$ cat src/rtl/multiwave_fm_oscillator_assert.svh
// Assertion macros for the multiwave FM oscillator.
// Included by the modules that carry concurrent checks; no other dependencies.
`ifndef MULTIWAVE_FM_OSCILLATOR_ASSERT_SVH
`define MULTIWAVE_FM_OSCILLATOR_ASSERT_SVH
`ifndef SYNTH
`define MFO_ASSERT(lbl, clk, rst, prop) \
  lbl: assert property (@(posedge clk) disable iff (rst) prop) \
    else $error("multiwave_fm_oscillator: check failed");
`define MFO_ASSERT_ALWAYS(lbl, clk, prop) \
  lbl: assert property (@(posedge clk) prop) \
    else $error("multiwave_fm_oscillator: check failed");
`else
`define MFO_ASSERT(lbl, clk, rst, prop)
`define MFO_ASSERT_ALWAYS(lbl, clk, prop)
`endif
`endif

$ cat src/rtl/mfo_pkg.sv
// Shared types, constants and the sine table function of the FM oscillator.
// No dependencies; imported by all files but mfo_ram and the assertion header.
package mfo_pkg;

  localparam int PHASE_BITS_DEF = 32;
  localparam int SINE_DEPTH_DEF = 1024;
  localparam int SAMPLE_BITS = 16;
  localparam int WIDTH_W = 16;
  localparam int STEP_W = 32;
  localparam int LFSR_W = 32;
  localparam int CFG_ADDR_W = 5;
  localparam int CFG_DATA_W = 32;

  localparam logic [SAMPLE_BITS-1:0] FS = SAMPLE_BITS'((1 << (SAMPLE_BITS - 1)) - 1);
  localparam logic [SAMPLE_BITS-1:0] FS2 = SAMPLE_BITS'(2 * ((1 << (SAMPLE_BITS - 1)) - 1));
  localparam logic [WIDTH_W-1:0] WIDTH_MIN = WIDTH_W'(66);
  localparam logic [WIDTH_W-1:0] WIDTH_MAX = WIDTH_W'(65470);
  localparam logic [LFSR_W-1:0] LFSR_TAPS = 32'h8020_0003;
  localparam logic [LFSR_W-1:0] LFSR_SEED = 32'h0000_0001;
  localparam longint unsigned HALF_PI_Q30 = 64'd1686629713;

  typedef enum logic [2:0] {
    WAVE_SINE    = 3'd0,
    WAVE_SAW     = 3'd1,
    WAVE_PULSE   = 3'd2,
    WAVE_NOISE   = 3'd3,
    WAVE_IMPULSE = 3'd4,
    WAVE_OFF     = 3'd5
  } wave_code_t;

  typedef enum logic [2:0] {
    REG_MAIN_WAVE      = 3'd0,
    REG_MAIN_STEP      = 3'd1,
    REG_MAIN_WIDTH     = 3'd2,
    REG_FM_WAVE        = 3'd3,
    REG_FM_STEP        = 3'd4,
    REG_FM_WIDTH       = 3'd5,
    REG_FM_DEPTH       = 3'd6,
    REG_MODULATE_INPUT = 3'd7
  } reg_idx_t;

  localparam logic [STEP_W-1:0] MAIN_STEP_RST = 32'd19685267;
  localparam logic [STEP_W-1:0] FM_STEP_RST = 32'd26843546;
  localparam logic [WIDTH_W-1:0] WIDTH_RST = 16'd32768;
  localparam logic [31:0] FM_DEPTH_RST = 32'd1789570;

  typedef struct packed {
    logic [2:0]         main_wave;
    logic [STEP_W-1:0]  main_step;
    logic [WIDTH_W-1:0] main_width;
    logic [2:0]         fm_wave;
    logic [STEP_W-1:0]  fm_step;
    logic [WIDTH_W-1:0] fm_width;
    logic [31:0]        fm_depth;
    logic               modulate_input;
  } cfg_t;

  typedef struct packed {
    logic fill;
    logic load_in;
    logic mod_ph;
    logic car_ph;
    logic wave;
    logic sine;
    logic div_load;
    logic div_step;
    logic saw;
    logic fm_mul;
    logic in_mul;
    logic out_load;
  } cmd_t;

  typedef struct packed {
    logic fill_done;
    logic fm_on;
    logic use_mod;
    logic wave_sine;
    logic wave_saw;
    logic div_last;
  } status_t;

  // Quarter-wave sine entry k for a table of 2^tbits entries, Q2.30 Taylor series.
  function automatic logic [SAMPLE_BITS-1:0] sine_entry(int unsigned k, int unsigned tbits);
    longint unsigned x;
    longint unsigned x2;
    longint unsigned term;
    longint sum;
    longint unsigned v;
    begin
      x = (HALF_PI_Q30 * 64'(k)) >> tbits;
      x2 = (x * x) >> 30;
      term = x;
      sum = longint'(x);
      for (int n = 1; n <= 6; n++) begin
        term = (term * x2) >> 30;
        case (n)
          1: term = term / 64'd6;
          2: term = term / 64'd20;
          3: term = term / 64'd42;
          4: term = term / 64'd72;
          5: term = term / 64'd110;
          default: term = term / 64'd156;
        endcase
        if ((n % 2) == 1) begin
          sum = sum - longint'(term);
        end else begin
          sum = sum + longint'(term);
        end
      end
      if (sum < 0) begin
        sum = 0;
      end
      v = (longint'(sum) * 64'(FS) + (64'd1 << 29)) >> 30;
      if (v > 64'(FS)) begin
        v = 64'(FS);
      end
      return SAMPLE_BITS'(v);
    end
  endfunction

endpackage

$ cat src/rtl/mfo_regs.sv
// APB-style configuration register file of the FM oscillator.
// Depends on mfo_pkg for the register map and the configuration struct.
module mfo_regs import mfo_pkg::*; (
  input  logic                  clk,
  input  logic                  rst,
  input  logic                  psel,
  input  logic                  penable,
  input  logic                  pwrite,
  input  logic [CFG_ADDR_W-1:0] paddr,
  input  logic [CFG_DATA_W-1:0] pwdata,
  output logic [CFG_DATA_W-1:0] prdata,
  output logic                  pready,
  output cfg_t                  cfg
);

  reg_idx_t idx;
  logic     wr;

  assign pready = 1'b1;
  assign idx = reg_idx_t'(paddr[CFG_ADDR_W-1:2]);
  assign wr = psel && penable && pwrite;

  always_ff @(posedge clk) begin
    if (rst) begin
      cfg.main_wave <= WAVE_SINE;
      cfg.main_step <= MAIN_STEP_RST;
      cfg.main_width <= WIDTH_RST;
      cfg.fm_wave <= WAVE_OFF;
      cfg.fm_step <= FM_STEP_RST;
      cfg.fm_width <= WIDTH_RST;
      cfg.fm_depth <= FM_DEPTH_RST;
      cfg.modulate_input <= 1'b0;
    end else if (wr) begin
      unique case (idx)
        REG_MAIN_WAVE:      cfg.main_wave <= pwdata[2:0];
        REG_MAIN_STEP:      cfg.main_step <= pwdata[STEP_W-1:0];
        REG_MAIN_WIDTH:     cfg.main_width <= pwdata[WIDTH_W-1:0];
        REG_FM_WAVE:        cfg.fm_wave <= pwdata[2:0];
        REG_FM_STEP:        cfg.fm_step <= pwdata[STEP_W-1:0];
        REG_FM_WIDTH:       cfg.fm_width <= pwdata[WIDTH_W-1:0];
        REG_FM_DEPTH:       cfg.fm_depth <= pwdata[31:0];
        REG_MODULATE_INPUT: cfg.modulate_input <= pwdata[0];
        default: ;
      endcase
    end
  end

  always_comb begin
    prdata = '0;
    unique case (idx)
      REG_MAIN_WAVE:      prdata = CFG_DATA_W'(cfg.main_wave);
      REG_MAIN_STEP:      prdata = CFG_DATA_W'(cfg.main_step);
      REG_MAIN_WIDTH:     prdata = CFG_DATA_W'(cfg.main_width);
      REG_FM_WAVE:        prdata = CFG_DATA_W'(cfg.fm_wave);
      REG_FM_STEP:        prdata = CFG_DATA_W'(cfg.fm_step);
      REG_FM_WIDTH:       prdata = CFG_DATA_W'(cfg.fm_width);
      REG_FM_DEPTH:       prdata = CFG_DATA_W'(cfg.fm_depth);
      REG_MODULATE_INPUT: prdata = CFG_DATA_W'(cfg.modulate_input);
      default:            prdata = '0;
    endcase
  end

endmodule

$ cat config.mk
export PLATFORM = sky130hd
export DESIGN_NAME = mfo_regs
export DESIGN_NICKNAME = d
export VERILOG_FILES = /design/src/rtl/multiwave_fm_oscillator_assert.svh /design/src/rtl/mfo_pkg.sv /design/src/rtl/mfo_regs.sv
export SDC_FILE = /design/constraint.sdc
export NUM_CORES = 1
export LEC_CHECK = 0
export ABC_CLOCK_PERIOD_IN_PS = 1400
export BUFFER_PORTS_ARGS = -buffer_cell sky130_fd_sc_hd__buf_2
export CAP_MARGIN = 20
export CORE_ASPECT_RATIO = 0.75
export CORE_MARGIN = 10
export CORE_UTILIZATION = 35
export CTS_CLUSTER_SIZE = 30
export DETAILED_ROUTE_END_ITERATION = 6
export GPL_ROUTABILITY_DRIVEN = 0
export PLACE_DENSITY = 0.71
export SLEW_MARGIN = 15
export SYNTH_ARGS = -nofsm -noshare
export SYNTH_HDL_FRONTEND = slang
export SYNTH_SLANG_ARGS = --single-unit
$ cat constraint.sdc
create_clock -name clk -period 1.4 [get_ports clk]
set_input_delay 0.28 -clock clk [delete_from_list [all_inputs] [get_ports clk]]
set_output_delay 0.28 -clock clk [all_outputs]
set_load 0.01 [all_outputs]
==> results.toml <==
[synthesis]
synth_most_common_cell = "mux2i_1"
async_reset_ff_share_pct = 0
synth_area_leaders = "dfxtp_1 (42%), mux2i_1 (25%), nand2b_1 (12%)"
synthXorXnorAreaFrac_pct = 0
synth_top_family_by_area = "multiplexers"
synth_fa_ha_area_share_pct = 0
synth_compound_area_share_pct = 6.39
syn_avg_cell_area_um2 = 9.89
synth_top_area_share_pct = 42.0
synth_edf_count = 0
synthTopCellsByCount = "mux2i_1 (159), dfxtp_1 (135), nand2b_1 (123), nor2_1 (62), nand2_1 (20)"
synth.distinct_cells = 44
synth-simple-area-share_pct = 19.4
syn_nets = 693
ys_seq_area_share_pct = 42.0
synth_seq_cells = 135
synthMuxAreaShare_pct = 27.2
ys_warn_count = 0
synth_area_leader_cell = "dfxtp_1"
synthFlopType = "dfxtp_1"
synthCells = 651
syn-cell-area_um2 = 6440

[clock_network]
cts_tree = "yes"
hold_buffers = 0
htree_levels = 4
path_clk_slew_ns = 0.06
numCtsBuffers = 17
cts_sinks = 135
root_buffer = "clkbuf_16"
clock_latency_ns = 0.41
clock_path_buffers = 2

[layout]
largest_register_ffs = 135
final_util_pct = 52.0
seqCellArea_um2 = 2740
top_regs = "cfg: 135 flops"
syn_to_final_growth_pct = 44.2
n_fill_cell = 1640
nets = 948
top_register = "cfg"
drive_gt1_share_pct = 45.2
multiInputGateArea_um2 = 3650

[timing]
skew_ns = 0
fmax_mhz = 548
grt_setup_unrepaired = "true"
fin_crit_ns = 1.83
fin_crit_sh_pct = 130
finalMaxSlewViolations = 0
hold_viol = 0
finalWorstSetupSlack_ns = -0.426
setup_viol = 32

[floorplan]
design.core.area_um2 = 17900
io_pins = 210
fp.dieArea_um2 = 24300
dieHeight_um = 137
die_w_um = 177
core.rowCount = 42
initial_core_util_pct = 36.0

[setup_path]
cp.required_ns = 1.12
criticalPathCategory = "reg2out"
arrival_ns = 1.55
start_kind = "register"
cp-end-kind = "output pin"
path_max_fanout = 2

[detailed_routing]
drt-pass1-iter-count = 4
wl_per_cell_um = 19.1
drt_iter0_drc = 508
drc = 0
routed_wl_um = 22200
post_drt_via_cell_ratio = 4.96
via_count = 5769
ant_nets = 0

[worst_hold_path]
hold_class = "in2reg"

[grt]
antenna_found_initial = 2
grt_max_degree = 49
gr-total-overflow = 0
grtUsageTotal_pct = 17.7
grt_pass1_wl_um = 33600
grt_pass1_vias = 5690

[power]
vdd_drop_max_v = 0.000699
power_mw = 9.79
power.leakage_nw = 4.53
p_per_area_nw_per_um2 = 1050

[place]
io_buffers = 206
hpwl_um = 16200

[status]
status = "finished, violations left"
violations = "setup timing"

[job]
drv_cap = 0
## final timing paths
path                                 start         to  slack [ns]  depth (start not counted)
worst max-delay path                cfg[1]  prdata[0]       -0.43                          4
worst min register to register     cfg[39]    cfg[39]        0.48                          2
worst max register to register     cfg[83]    cfg[83]        0.60                          2
worst min-delay path            pwdata[17]    cfg[18]        0.14                          3
## area by class of cell
cell class / count / share of cell area (%)
Tap cell: 242 / 3.26
Clock inverter: 11 / 2.10
Timing Repair Buffer: 287 / 20.7
Sequential cell: 135 / 29.5
Antenna cell: 2 / 0.0539
Clock buffer: 21 / 4.96
Multi-Input combinational cell: 462 / 39.3
Inverter: 3 / 0.121
## critical path, stage by stage (launching register included)
cell	delay, ns
dfxtp_2	0.33
mux2_4	0.27
a221oi_2	0.25
o22ai_2	0.13
buf_2	0.15
## cell families after synthesis
logic type / Yosys count
AOI/OAI and AO/OA: 59
other: 1
DFF: 135
muxes: 172
buffers and inverters: 54
and+or+nand+nor: 230
## cells in the final DEF, fill, tap and decap left out, types with 4 or more instances in the layout
cell type	n
mux2_2	8
bufinv_16	5
o21ai_1	9
dfxtp_1	104
dfxtp_2	31
buf_12	19
mux2_4	4
clkbuf_16	17
a221o_1	5
buf_4	60
o2bb2ai_1	5
nand2_4	5
buf_2	202
a22oi_2	8
o22ai_1	5
nand2_2	15
o21ai_2	8
nand2b_1	123
mux2i_1	158
nor2_1	61
## metal layers
layer	part of all wire [%]	global-route usage, %	up-vias
met1	45	22.7	2757
li1	-	-	2770
met2	47	28.4	220
met3	7.1	5.06	22
met5	0	0	-
met4	1.4	5.26	0
## through the flow
stage	cells	setup slack (ns)	setup TNS, ns	cell area, um^2	hold WS [ns]
CTS	1161	-0.394	-7.34	9160	0.131
finish	1163	-0.426	-6.97	9280	0.145
floorplan	651	-0.0297	-0.0297	6500	0.428
global route	1163	-0.455	-8.48	9280	0.144
global placement	1112	-0.363	-35.81	8220	0.473
detailed placement	1112	-0.413	-37.24	8220	0.479
## what timing repair did
action                                  4_1_cts  5_1_grt
setup buffers                                16        1
endpoints found under the setup margin       32       32
cloned                                        1        0
resized for setup                            67       36
pin swaps                                    28       11
## power breakdown
| part | leakage (nW) | internal, mW | switching [mW] | total (mW) |
|---|---|---|---|---|
| Sequential | 1.09 | 3.87 | 0.0249 | 3.90 |
| Combinational | 3.13 | 0.422 | 0.467 | 0.889 |
| Clock | 0.310 | 3.26 | 1.74 | 5.00 |
| Total | 4.53 | 7.56 | 2.23 | 9.79 |
Note: power is estimated with default switching activity, not from simulation.
