<file path="src/rtl/multiwave_fm_oscillator_assert.svh">
// Assertion macros for the multiwave FM oscillator.
// Included by the modules that carry concurrent checks; no other dependencies.
`ifndef MULTIWAVE_FM_OSCILLATOR_ASSERT_SVH
`define MULTIWAVE_FM_OSCILLATOR_ASSERT_SVH
`ifndef SYNTH
`define MFO_ASSERT(lbl, clk, rst, prop) \
  lbl: assert property (@(posedge clk) disable iff (rst) prop) \
    else $error("multiwave_fm_oscillator: check failed");
`define MFO_ASSERT_ALWAYS(lbl, clk, prop) \
  lbl: assert property (@(posedge clk) prop) \
    else $error("multiwave_fm_oscillator: check failed");
`else
`define MFO_ASSERT(lbl, clk, rst, prop)
`define MFO_ASSERT_ALWAYS(lbl, clk, prop)
`endif
`endif

</file>
<file path="src/rtl/mfo_pkg.sv">
// Shared types, constants and the sine table function of the FM oscillator.
// No dependencies; imported by all files but mfo_ram and the assertion header.
package mfo_pkg;

  localparam int PHASE_BITS_DEF = 32;
  localparam int SINE_DEPTH_DEF = 1024;
  localparam int SAMPLE_BITS = 16;
  localparam int WIDTH_W = 16;
  localparam int STEP_W = 32;
  localparam int LFSR_W = 32;
  localparam int CFG_ADDR_W = 5;
  localparam int CFG_DATA_W = 32;

  localparam logic [SAMPLE_BITS-1:0] FS = SAMPLE_BITS'((1 << (SAMPLE_BITS - 1)) - 1);
  localparam logic [SAMPLE_BITS-1:0] FS2 = SAMPLE_BITS'(2 * ((1 << (SAMPLE_BITS - 1)) - 1));
  localparam logic [WIDTH_W-1:0] WIDTH_MIN = WIDTH_W'(66);
  localparam logic [WIDTH_W-1:0] WIDTH_MAX = WIDTH_W'(65470);
  localparam logic [LFSR_W-1:0] LFSR_TAPS = 32'h8020_0003;
  localparam logic [LFSR_W-1:0] LFSR_SEED = 32'h0000_0001;
  localparam longint unsigned HALF_PI_Q30 = 64'd1686629713;

  typedef enum logic [2:0] {
    WAVE_SINE    = 3'd0,
    WAVE_SAW     = 3'd1,
    WAVE_PULSE   = 3'd2,
    WAVE_NOISE   = 3'd3,
    WAVE_IMPULSE = 3'd4,
    WAVE_OFF     = 3'd5
  } wave_code_t;

  typedef enum logic [2:0] {
    REG_MAIN_WAVE      = 3'd0,
    REG_MAIN_STEP      = 3'd1,
    REG_MAIN_WIDTH     = 3'd2,
    REG_FM_WAVE        = 3'd3,
    REG_FM_STEP        = 3'd4,
    REG_FM_WIDTH       = 3'd5,
    REG_FM_DEPTH       = 3'd6,
    REG_MODULATE_INPUT = 3'd7
  } reg_idx_t;

  localparam logic [STEP_W-1:0] MAIN_STEP_RST = 32'd19685267;
  localparam logic [STEP_W-1:0] FM_STEP_RST = 32'd26843546;
  localparam logic [WIDTH_W-1:0] WIDTH_RST = 16'd32768;
  localparam logic [31:0] FM_DEPTH_RST = 32'd1789570;

  typedef struct packed {
    logic [2:0]         main_wave;
    logic [STEP_W-1:0]  main_step;
    logic [WIDTH_W-1:0] main_width;
    logic [2:0]         fm_wave;
    logic [STEP_W-1:0]  fm_step;
    logic [WIDTH_W-1:0] fm_width;
    logic [31:0]        fm_depth;
    logic               modulate_input;
  } cfg_t;

  typedef struct packed {
    logic fill;
    logic load_in;
    logic mod_ph;
    logic car_ph;
    logic wave;
    logic sine;
    logic div_load;
    logic div_step;
    logic saw;
    logic fm_mul;
    logic in_mul;
    logic out_load;
  } cmd_t;

  typedef struct packed {
    logic fill_done;
    logic fm_on;
    logic use_mod;
    logic wave_sine;
    logic wave_saw;
    logic div_last;
  } status_t;

  // Quarter-wave sine entry k for a table of 2^tbits entries, Q2.30 Taylor series.
  function automatic logic [SAMPLE_BITS-1:0] sine_entry(int unsigned k, int unsigned tbits);
    longint unsigned x;
    longint unsigned x2;
    longint unsigned term;
    longint sum;
    longint unsigned v;
    begin
      x = (HALF_PI_Q30 * 64'(k)) >> tbits;
      x2 = (x * x) >> 30;
      term = x;
      sum = longint'(x);
      for (int n = 1; n <= 6; n++) begin
        term = (term * x2) >> 30;
        case (n)
          1: term = term / 64'd6;
          2: term = term / 64'd20;
          3: term = term / 64'd42;
          4: term = term / 64'd72;
          5: term = term / 64'd110;
          default: term = term / 64'd156;
        endcase
        if ((n % 2) == 1) begin
          sum = sum - longint'(term);
        end else begin
          sum = sum + longint'(term);
        end
      end
      if (sum < 0) begin
        sum = 0;
      end
      v = (longint'(sum) * 64'(FS) + (64'd1 << 29)) >> 30;
      if (v > 64'(FS)) begin
        v = 64'(FS);
      end
      return SAMPLE_BITS'(v);
    end
  endfunction

endpackage

</file>
<file path="src/rtl/mfo_ctrl.sv">
// Sequencing state machine of the FM oscillator: table fill, modulator, carrier, output.
// Depends on mfo_pkg for the command and status structs and on the assertion macros.
`include "multiwave_fm_oscillator_assert.svh"

module mfo_ctrl import mfo_pkg::*; (
  input  logic    clk,
  input  logic    rst,
  input  logic    in_valid,
  output logic    in_ready,
  output logic    out_valid,
  input  logic    out_ready,
  input  status_t st,
  output cmd_t    cmd
);

  typedef enum logic [11:0] {
    S_FILL     = 12'b0000_0000_0001,
    S_IDLE     = 12'b0000_0000_0010,
    S_MOD_PH   = 12'b0000_0000_0100,
    S_CAR_PH   = 12'b0000_0000_1000,
    S_WAVE     = 12'b0000_0001_0000,
    S_SINE     = 12'b0000_0010_0000,
    S_DIV_LOAD = 12'b0000_0100_0000,
    S_DIV      = 12'b0000_1000_0000,
    S_SAW      = 12'b0001_0000_0000,
    S_FM_MUL   = 12'b0010_0000_0000,
    S_IN_MUL   = 12'b0100_0000_0000,
    S_OUT      = 12'b1000_0000_0000
  } state_t;

  state_t state;
  state_t state_next;
  state_t after_wave;
  logic   slot_free;

  assign slot_free = !out_valid || out_ready;
  assign after_wave = st.use_mod ? S_FM_MUL : S_IN_MUL;
  assign in_ready = (state == S_IDLE);

  always_comb begin
    state_next = state;
    unique case (state)
      S_FILL:     if (st.fill_done) state_next = S_IDLE;
      S_IDLE:     if (in_valid) state_next = st.fm_on ? S_MOD_PH : S_CAR_PH;
      S_MOD_PH:   state_next = S_WAVE;
      S_CAR_PH:   state_next = S_WAVE;
      S_WAVE: begin
        if (st.wave_sine) begin
          state_next = S_SINE;
        end else if (st.wave_saw) begin
          state_next = S_DIV_LOAD;
        end else begin
          state_next = after_wave;
        end
      end
      S_SINE:     state_next = after_wave;
      S_DIV_LOAD: state_next = S_DIV;
      S_DIV:      if (st.div_last) state_next = S_SAW;
      S_SAW:      state_next = after_wave;
      S_FM_MUL:   state_next = S_CAR_PH;
      S_IN_MUL:   state_next = S_OUT;
      S_OUT:      if (slot_free) state_next = S_IDLE;
      default:    state_next = S_FILL;
    endcase
  end

  always_comb begin
    cmd = '0;
    cmd.fill = (state == S_FILL);
    cmd.load_in = (state == S_IDLE) && in_valid;
    cmd.mod_ph = (state == S_MOD_PH);
    cmd.car_ph = (state == S_CAR_PH);
    cmd.wave = (state == S_WAVE);
    cmd.sine = (state == S_SINE);
    cmd.div_load = (state == S_DIV_LOAD);
    cmd.div_step = (state == S_DIV);
    cmd.saw = (state == S_SAW);
    cmd.fm_mul = (state == S_FM_MUL);
    cmd.in_mul = (state == S_IN_MUL);
    cmd.out_load = (state == S_OUT) && slot_free;
  end

  always_ff @(posedge clk) begin
    if (rst) begin
      state <= S_FILL;
      out_valid <= 1'b0;
    end else begin
      state <= state_next;
      if (cmd.out_load) begin
        out_valid <= 1'b1;
      end else if (out_ready) begin
        out_valid <= 1'b0;
      end
    end
  end

  `MFO_ASSERT(a_accept_starts_phase, clk, rst, (in_valid && in_ready) |=> (state == S_MOD_PH || state == S_CAR_PH))
  `MFO_ASSERT(a_carrier_selected, clk, rst, (state == S_CAR_PH) |=> (state == S_WAVE && !st.use_mod))
  `MFO_ASSERT(a_fm_after_modulator, clk, rst, (state == S_FM_MUL) |-> st.use_mod)
  `MFO_ASSERT(a_result_shown, clk, rst, cmd.out_load |=> out_valid)
  `MFO_ASSERT_ALWAYS(a_ready_after_fill, clk, in_ready |-> st.fill_done)

endmodule

</file>
<file path="config.mk">
export PLATFORM = sky130hd
export DESIGN_NAME = mfo_ctrl
export DESIGN_NICKNAME = d
export VERILOG_FILES = /design/src/rtl/mfo_pkg.sv /design/src/rtl/mfo_ctrl.sv
export VERILOG_INCLUDE_DIRS = /design/src /design/src/rtl
export SDC_FILE = /design/constraint.sdc
export NUM_CORES = 1
export LEC_CHECK = 0
export BUFFER_PORTS_ARGS = -buffer_cell sky130_fd_sc_hd__buf_2
export CAP_MARGIN = 15
export CORE_MARGIN = 2
export CORE_UTILIZATION = 51
export DETAILED_ROUTE_END_ITERATION = 10
export PLACE_DENSITY_LB_ADDON = 0.15
export SETUP_SLACK_MARGIN = 0.3
export SYNTH_ARGS = -nofsm -noshare
export SYNTH_HDL_FRONTEND = slang
export SYNTH_SLANG_ARGS = --single-unit
</file>
<file path="constraint.sdc">
create_clock -name clk -period 2.3 [get_ports clk]
set_input_delay 0.115 -clock clk [delete_from_list [all_inputs] [get_ports clk]]
set_output_delay 0.115 -clock clk [all_outputs]
set_load 0.01 [all_outputs]
</file>
==> results.py <==
metrics = {
    "floorplanning": {
        "die-area_um2": 2190,
        "ioPinCount": 24,
        "die_h_um": 46.8,
        "coreArea_um2": 1730,
        "rows": 15,
        "start_util_pct": 54.1,
        "dieWidth_um": 46.8,
    },
    "setup_path": {
        "cpLargestDelayFamily": "simple AND/OR/NAND/NOR gates",
        "path_cells": "nor4_4 -> nand4_2 -> or3b_4 -> nor2_1 -> buf_2",
        "required_ns": 2.18,
        "crit_arrival_ns": 1.81,
        "cp.buffers_inverters": 1,
        "end_kind": "output port",
        "path_max_fanout": 8,
        "setup.worst_path.class": "reg2out",
        "startpoint_type": "flop",
        "cpPeakStageDelay_ns": 0.42,
        "slowest_stage": "or3b_4",
    },
    "logic_synthesis": {
        "yosysTopAreaCell": "dfxtp_1",
        "synth_ff_type": "dfxtp_1",
        "synth_edf_count": 0,
        "yosysSeqAreaShare_pct": 27.9,
        "synthTopCellsByArea": "dfxtp_1, nor4_4, nor2_1",
        "ys_ff_latch": 13,
        "synthArstFlopShare_pct": 0,
        "synth_nets": 127,
        "synth_top_area_share_pct": 27.9,
        "postSynthCellCount": 117,
        "synth_area_um2": 933,
        "synthDistinctLibCells": 41,
        "avgSynthCellArea_um2": 7.98,
        "ys_warn_count": 0,
    },
    "pwr": {
        "seqPwrFrac_pct": 43.3,
        "power_switching_uw": 223,
        "clock_power_share_pct": 23.0,
        "p_int_uw": 409,
        "power_density_nw_per_um2": 559,
        "p_leak_nw": 0.470,
        "ir_drop_mv": 0.399,
        "combPwrFrac_pct": 33.7,
        "p_sw_share_pct": 35.3,
    },
    "timing": {
        "fin_skew_ns": 0.00332,
        "max_slew_margin_pct": 69.0,
        "layout_worst_path_cycle_share_pct": 83.8,
        "post-route-min-period_ns": 1.93,
        "timing_hold_violations_final": 0,
        "final_max_slew_viol_count": 0,
        "tns_ns": 0,
        "rsz0062_at_grt": "yes",
        "fmax_ghz": 0.519,
        "worst_pin_slew_ns": 0.466,
        "setup_viol_count_final": 0,
    },
    "cells_and_area": {
        "fin_cells": 167,
        "area_growth_pct": 21.3,
        "drive_gt1_share_pct": 33.8,
        "multi_input_area_um2": 591,
        "final_cell_mix": "buf_2, nor2_1, buf_4",
        "final-seq-area_um2": 273,
        "fillers": 157,
        "nets": 153,
        "antennaDiodeCount": 0,
        "finalInstanceArea_um2": 1130,
        "final_common_cell": "buf_2",
        "final_util_pct": 65.6,
    },
    "placed_design": {
        "placed_area_um2": 1030,
        "dp_hpwl_um": 1630,
        "place_inst": 155,
        "place_congestion": 0.899,
        "portBuffers": 23,
    },
    "route": {
        "vias": 980,
        "drtIter0Drc": 41,
        "drc_errors": 0,
        "drt-vias-per-instance": 5.87,
        "drt-pass1-iter-count": 4,
        "drtAntennaViolNets": 0,
        "wl_per_cell_um": 13.6,
        "wl_um": 2270,
    },
    "clock_tree": {
        "cts.root.buffer_cell": "clkbuf_4",
        "cts_tree": "done",
        "clk_pin_slew_worst_paths_ns": 0.08,
        "clockBufferDepth": 2,
        "cts-buffers-inserted": 3,
        "htreeDepth": 1,
        "clock-sinks": 13,
        "clk_latency_ns": 0.28,
    },
    "global_routing": {
        "antenna_found_initial": 0,
        "grt_usage_pct": 23.2,
        "grt_max_degree": 13,
        "grt_pass1_wl_um": 3520,
        "overflow": 0,
        "grt_pass1_vias": 775,
    },
    "job": {
        "drv_cap": 0,
    },
    "outcome": {
        "status": "completed",
    },
    "worst_hold_path": {
        "min_path_type": "in2reg",
    },
}
## cell type report
class	count	area share [%]
Sequential cell	13	24.1
Tap cell	25	2.76
Inverter	7	2.32
Clock buffer	4	2.32
Timing Repair Buffer	32	16.4
Multi-Input combinational cell	86	52.2
## kinds of logic (layout without fill, tap and decap cells)
kind of cell	Yosys count	in the layout	share of synthesized area (%)
simple gates	64	64	44.9
buf+inv	18	43	8.85
flops	13	13	27.9
compound gates	17	17	13.7
xor+xnor	5	5	4.69
## power by group through the flow
stage	Clock [mW]	Sequential (mW)	Combinational, mW
6_report	0.145	0.274	0.213
5_1_grt	0.160	0.276	0.235
3_3_place_gp	0	0.274	0.191
2_1_floorplan	0	0.246	0.176
3_5_place_dp	0	0.276	0.194
4_1_cts	0.146	0.272	0.200
## synth_stat cells (2+ instances only)
cell	n
nor2b_1	2
a21oi_1	2
nand3b_1	2
buf_2	3
o31ai_1	2
nor3b_1	2
dfxtp_1	13
clkbuf_1	6
nand2b_1	5
nor2_1	16
nand3_1	5
nor4_4	3
xor2_1	4
inv_1	7
a211oi_1	3
nand4_1	4
nor4_1	7
or4_1	2
nor3_1	3
nand2_1	5
## per-layer routing
metal  up-vias  part of all wire [%]  GRT usage, %
li1        479                     -             -
met1       445                    40          28.9
met2        42                    51          37.8
met3        14                   5.2          4.23
met4         0                   4.0          12.8
met5         -                     0             0
## worst paths after layout
check             cells after the start   endpoint       from  slack (ns)
setup / recovery                      5     cmd[0]   state[0]        0.37
hold / removal                        3   state[2]      st[4]        0.06
setup reg to reg                      5   state[3]   state[9]        0.52
hold reg to reg                       2  out_valid  out_valid        0.49
## worst min-delay path, delay by kind of cell
| family | cells | cell delay, ns |
|---|---|---|
| buf+inv | 1 | 0.11 |
| simple gates | 2 | 0.09 |
## timing repair
item | 4_1_cts | 5_1_grt
gates resized for setup | 2 | 6
pin swaps | 1 | 6
hold buffers | 1 | 0
hold endpoints to repair | 1 | 0
setup endpoints to repair | 1 | 4
buffers inserted | 1 | 6
## sequential cells by signal (all words and copies together), names as in the netlist
register / count
out_valid: 1
state: 12
## per-stage QoR
stage	setup WS, ns	hold WS (ns)	total power, mW
floorplan	0.559	0.187	0.422
global placement	0.551	0.286	0.465
detailed placement	0.475	0.288	0.470
CTS	0.330	0.0634	0.618
global route	0.250	0.0610	0.672
finish	0.373	0.0637	0.633
No activity file was read; power rests on OpenSTA's default activity.
